<file path="src/rtl/cubic_bspline_point_table_eval_assert.svh">
// Assertion macros for the cubic B-spline point table evaluator.
// Used by the top level; needs clk and rst in the including scope.
`ifndef CUBIC_BSPLINE_POINT_TABLE_EVAL_ASSERT_SVH
`define CUBIC_BSPLINE_POINT_TABLE_EVAL_ASSERT_SVH

// Consequent must hold in the same cycle as the antecedent.
`define BSP_ASSERT_NOW(lbl, ante, cons, msg) \
  lbl: assert property (@(posedge clk) disable iff (rst) (ante) |-> (cons)) else $error(msg);

// Consequent must hold in the cycle after the antecedent.
`define BSP_ASSERT_NEXT(lbl, ante, cons, msg) \
  lbl: assert property (@(posedge clk) disable iff (rst) (ante) |=> (cons)) else $error(msg);

`endif

</file>
<file path="src/rtl/bsp_pkg.sv">
// Shared types and constants of the cubic B-spline point table evaluator.
// No dependencies; imported by bsp_mul, the top level and the testbench.
`timescale 1ns / 1ps
`default_nettype none

package bsp_pkg;

  localparam int MAX_POINTS = 256;
  localparam int IDX_W      = $clog2(MAX_POINTS);
  localparam int CNT_W      = $clog2(MAX_POINTS + 1);

  localparam int COORD_W   = 32;
  localparam int PIDX_W    = 8;
  localparam int T_W       = 17;
  localparam int U_FRAC    = 16;
  localparam int OP_W      = 3;
  localparam int ST_W      = 3;
  localparam int OUT_CNT_W = 9;
  localparam int SQ_W      = 64;

  localparam int IN_DATA_W  = 96;
  localparam int OUT_DATA_W = 152;

  localparam logic [T_W-1:0] ONE_U = T_W'(1) << U_FRAC;

  localparam int P_W      = T_W + CNT_W;
  localparam int SEG_HI_W = P_W - U_FRAC;

  localparam int MUL_W  = 34;
  localparam int PROD_W = 2 * MUL_W;
  localparam int W_W    = 33;
  localparam int ACC_W  = 66;
  localparam int NUM_W  = 52;
  localparam int DER_W  = 36;

  localparam int WDEN_SH = 19;
  localparam logic [NUM_W-1:0] WHALF  = NUM_W'(3) << 18;
  localparam logic [MUL_W-1:0] RECIP3 = 34'h0AAAAAAAB;

  typedef enum logic [OP_W-1:0] {
    OP_APPEND  = 3'd0,
    OP_MOVE    = 3'd1,
    OP_POINT   = 3'd2,
    OP_TANGENT = 3'd3,
    OP_NEAREST = 3'd4
  } op_t;

  typedef enum logic [ST_W-1:0] {
    ST_OK         = 3'd0,
    ST_FULL       = 3'd1,
    ST_BAD_INDEX  = 3'd2,
    ST_FEW_POINTS = 3'd3,
    ST_EMPTY      = 3'd4
  } status_t;

endpackage

`default_nettype wire

</file>
<file path="src/rtl/bsp_mul.sv">
// Shared signed multiplier with a registered product.
// Depends on bsp_pkg for operand and product widths.
`timescale 1ns / 1ps
`default_nettype none

module bsp_mul import bsp_pkg::*; (
  input  logic                     clk,
  input  logic signed [MUL_W-1:0]  a,
  input  logic signed [MUL_W-1:0]  b,
  output logic signed [PROD_W-1:0] p
);

  always_ff @(posedge clk) begin
    p <= a * b;
  end

endmodule

`default_nettype wire

</file>
<file path="config.mk">
export PLATFORM = sky130hd
export DESIGN_NAME = bsp_mul
export DESIGN_NICKNAME = d
export VERILOG_FILES = /design/src/rtl/cubic_bspline_point_table_eval_assert.svh /design/src/rtl/bsp_pkg.sv /design/src/rtl/bsp_mul.sv
export SDC_FILE = /design/constraint.sdc
export NUM_CORES = 2
export LEC_CHECK = 0
export ABC_AREA = 1
export BUFFER_PORTS_ARGS = -buffer_cell sky130_fd_sc_hd__buf_2
export CAP_MARGIN = 30
export CORE_MARGIN = 8
export CORE_UTILIZATION = 41
export DETAILED_ROUTE_END_ITERATION = 16
export GPL_TIMING_DRIVEN = 0
export PLACE_DENSITY = 0.68
export SYNTH_ARGS = -nofsm -noshare
export SYNTH_HDL_FRONTEND = slang
export SYNTH_SLANG_ARGS = --single-unit
</file>
<file path="constraint.sdc">
create_clock -name clk -period 16 [get_ports clk]
set_input_delay 0.8 -clock clk [delete_from_list [all_inputs] [get_ports clk]]
set_output_delay 0.8 -clock clk [all_outputs]
set_load 0.02 [all_outputs]
</file>
== Word-level counts from Yosys, hierarchy flattened ==
Index checks and enable logic that the tools add are counted.

* Bits of input ports: 69
* Word-level logic and storage cells: 2
* Register bits after elaboration: 68

* $mul: 1

{| class="wikitable"
|+ Operators with widths
! kind !! count
|-
| $mul 34x34->68 || 1
|}

== Longest topological paths before layout ==
* Depth after elaboration: 1
* Mapped depth: 35

== Worst setup path before layout ==
Ideal clock, no wire load.

* Path type: input-to-reg
* Start point: in a[33]
* End point: reg p[66]
* Cell stages on the path: 24
* Arrival time: 7.511 ns
* Data required time: 15.888 ns
* Path slack: 8.377 ns
* Path buffers: 2
* Path through: clkbuf_1 clkbuf_1 nand2_1 inv_1 fa_1 fa_1 fa_1 fa_1 inv_1 fa_1 fa_1 inv_1 fa_1 fa_1 ha_1 nand2_1 nor2_1 inv_1 nor2_2 nand2_1 nor3_1 nand2_2 nand3_1 nand2_1

* Cells in the longest elaborated chain, start to end: 1

{| class="wikitable"
|+ Ends and longest elaborated chain
! element !! RTL line !! source
|-
| start: declaration || bsp_mul.sv:8 || <nowiki>input logic signed [MUL_W-1:0] a,</nowiki>
|-
| $mul 34x34->68 || bsp_mul.sv:14 || <nowiki>p <= a * b;</nowiki>
|-
| end signal: assignment || bsp_mul.sv:14 ||
|-
| end: declaration || bsp_mul.sv:10 || <nowiki>output logic signed [PROD_W-1:0] p</nowiki>
|}

Every way passes these cells.

== Worst setup path after layout ==
* Start point: in b[2]
* End point: reg p[63]

* Cells in the longest elaborated chain, start to end: 1

{| class="wikitable"
|+ Ends and longest elaborated chain
! element !! RTL line !! source
|-
| start: declaration || bsp_mul.sv:9 || <nowiki>input logic signed [MUL_W-1:0] b,</nowiki>
|-
| $mul 34x34->68 || bsp_mul.sv:14 ||
|}

Every way passes these cells.

==> impl_metrics.toml <==
[status]
outcome = "completed"

[final_layout]
layout_common_cells = "inv_1 (2116), nand2_1 (1661), fa_1 (1241)"
layout_commonest_cell = "inv_1"
top_register = "p"
drive_gt1_share_pct = 3.79
top_regs = "p: 68 flops"
syn_to_final_growth_pct = 8.30
largest_reg_flops = 68
fin_util_pct = 44.6
finalNetCount = 7652

[place]
port_buffers = 69
gp_congestion = 1.05
dp_hpwl_um = 165000

[sta]
rsz0062_at_grt = "no"
slew_viol_final = 0
worst_pin_slew_ns = 1.18
holdWs_ns = 1.10
layout_min_cycle_time_ns = 9.21
finalSetupViolations = 0
hold_viol = 0
slew_headroom_pct = 21.5
period_share_pct = 57.6
clock.fmax_mhz = 109
setup_tns_ns = 0

[clocking]
clock_sinks = 68
cts_made_buffers = 9
cts.path.max_buffers = 2
ctsHoldBuffers = 0
post_cts_resized = 0
post_cts_buffers = 0
clk_pin_slew_ns = 0.06
cts_root_buf = "clkbuf_16"
htree_levels = 3
cts_tree = "yes"

[die]
core_um2 = 112000
die_area_um2 = 124000
start_util_pct = 41.2
die_h_um = 352
rows = 123
die_w_um = 352
io_pins = 137

[synthesis]
synth.avg_cell_area_um2 = 7.74
synth_cells = 5972
ys_seq_area_share_pct = 2.95
synth_area_um2 = 46200
yosysTopAreaCell = "fa_1"
synth_warnings = 0
ys_top_cells_by_area = "fa_1 (54%), inv_1 (17%), nand2_1 (13%)"
ys_ff_latch = 68
synth_top_cell_area_share_pct = 53.7
synth_nets = 7486
ys_types = 32

[routing]
drtIter0Drc = 3847
dr.pass1.iters = 6
vias = 38100
routed_via_density = 4.98
postRouteAntennaNets = 0
wl_um = 186000
drc = 0
drt-wirelength-per-cell_um = 24.4

[hold_path]
hold_depth = 3
min_to = "p[0]"
hold_start = "a[0]"
hold_path.class = "input port to flip-flop"

[flow_run]
maxCapViolations = 0

[global_routing]
grt_pass1_wl_um = 274000
grt_usage_pct = 30.9
grt_max_degree = 18
grt_pass1_vias = 41200
gr-total-overflow = 0
antenna_found_initial = 9

[worst_setup_path]
worstPathMaxFanout = 10
startpoint_type = "input port"
endpoint_kind = "flip-flop"
path_class = "input port to flip-flop"
crit_required_ns = 16.22
crit_arrival_ns = 9.43
layout make-up:
type / count / area [um^2]
repair buffers: 155 / 1650
plain buffers: 271 / 1020
clock buffers: 9 / 225
multi-input cells: 3514 / 35900
fillers: 11400 / 62100
diodes: 3 / 7.51
clock inverters: 7 / 76.3
flip-flops and latches: 68 / 1360
inverters: 2119 / 7950
well taps: 1500 / 1880
cell families (layout without fill, tap and decap cells):
kind of cell | count (synthesis) | in the layout | share of synthesized area [%]
buf+inv | 2390 | 2561 | 19.4
simple gates | 1939 | 1939 | 16.6
fa+ha+maj | 1445 | 1445 | 59.3
compound gates | 95 | 95 | 1.13
flops | 68 | 68 | 2.95
xor+xnor | 35 | 35 | 0.663
other cells | 0 | 3 | 0
synthesized netlist by cell type, drive strengths merged:
| library cell | instances |
|---|---|
| fa | 1241 |
| nor4 | 1 |
| o21bai | 11 |
| and2 | 1 |
| o21a | 1 |
| nor2 | 124 |
| xor2 | 33 |
| nand2 | 1683 |
| nor3 | 22 |
| nand4 | 19 |
| xnor2 | 2 |
| clkbuf | 269 |
| a21oi | 63 |
| dfxtp | 68 |
| a21o | 1 |
| inv | 2119 |
| or2 | 8 |
| nand3b | 3 |
| nand2b | 1 |
| buf | 2 |
| ha | 204 |
| o21ai | 19 |
| nand3 | 77 |
worst max-delay path: stages:
cell and delay, ns:
clkbuf_1 0.51, clkbuf_1 0.65, nand2_1 0.10, inv_1 0.13, fa_1 0.53, fa_1 0.57, fa_1 1.18, inv_1 0.26
fa_1 0.56, fa_1 0.40, inv_1 0.12, fa_1 0.43, fa_1 0.55, inv_1 0.05, fa_1 0.59, inv_1 0.07
ha_1 0.53, nand2_1 0.12, nor2_1 0.17, inv_2 0.06, nor2_1 0.24, nand2_1 0.20, nor3_1 0.19, nand2_1 0.18
nand3_1 0.12, nand2_1 0.06
per-stage QoR:
| stage | cell area, um^2 | setup WS [ns] | cells |
|---|---|---|---|
| 2_1_floorplan | 46200 | 8.38 | 5972 |
| 3_3_place_gp | 48400 | 6.00 | 7541 |
| 3_5_place_dp | 49600 | 6.61 | 7620 |
| 4_1_cts | 49900 | 6.95 | 7636 |
| 5_1_grt | 50100 | 6.47 | 7643 |
| 6_report | 50100 | 6.79 | 7646 |
layer usage:
layer	global-route usage (%)	wire (um)
met2	50.3	85100
met5	0	56
met1	37.7	67400
met4	20.3	16400
met3	5.50	17400
worst max-delay path by stage:
stage / start / depth (start not counted) / slack [ns] / endpoint
after floorplan: a[33] / 24 / 8.38 / p[66]
after detailed placement: b[2] / 25 / 6.61 / p[62]
final: b[2] / 26 / 6.79 / p[63]
after CTS: b[2] / 25 / 6.95 / p[62]
after global placement: b[9] / 26 / 6.00 / p[62]
after global routing: b[2] / 27 / 6.47 / p[62]
Power is not shown: default switching activity piles up to over one toggle a cycle in this logic, so the estimate is an artifact.
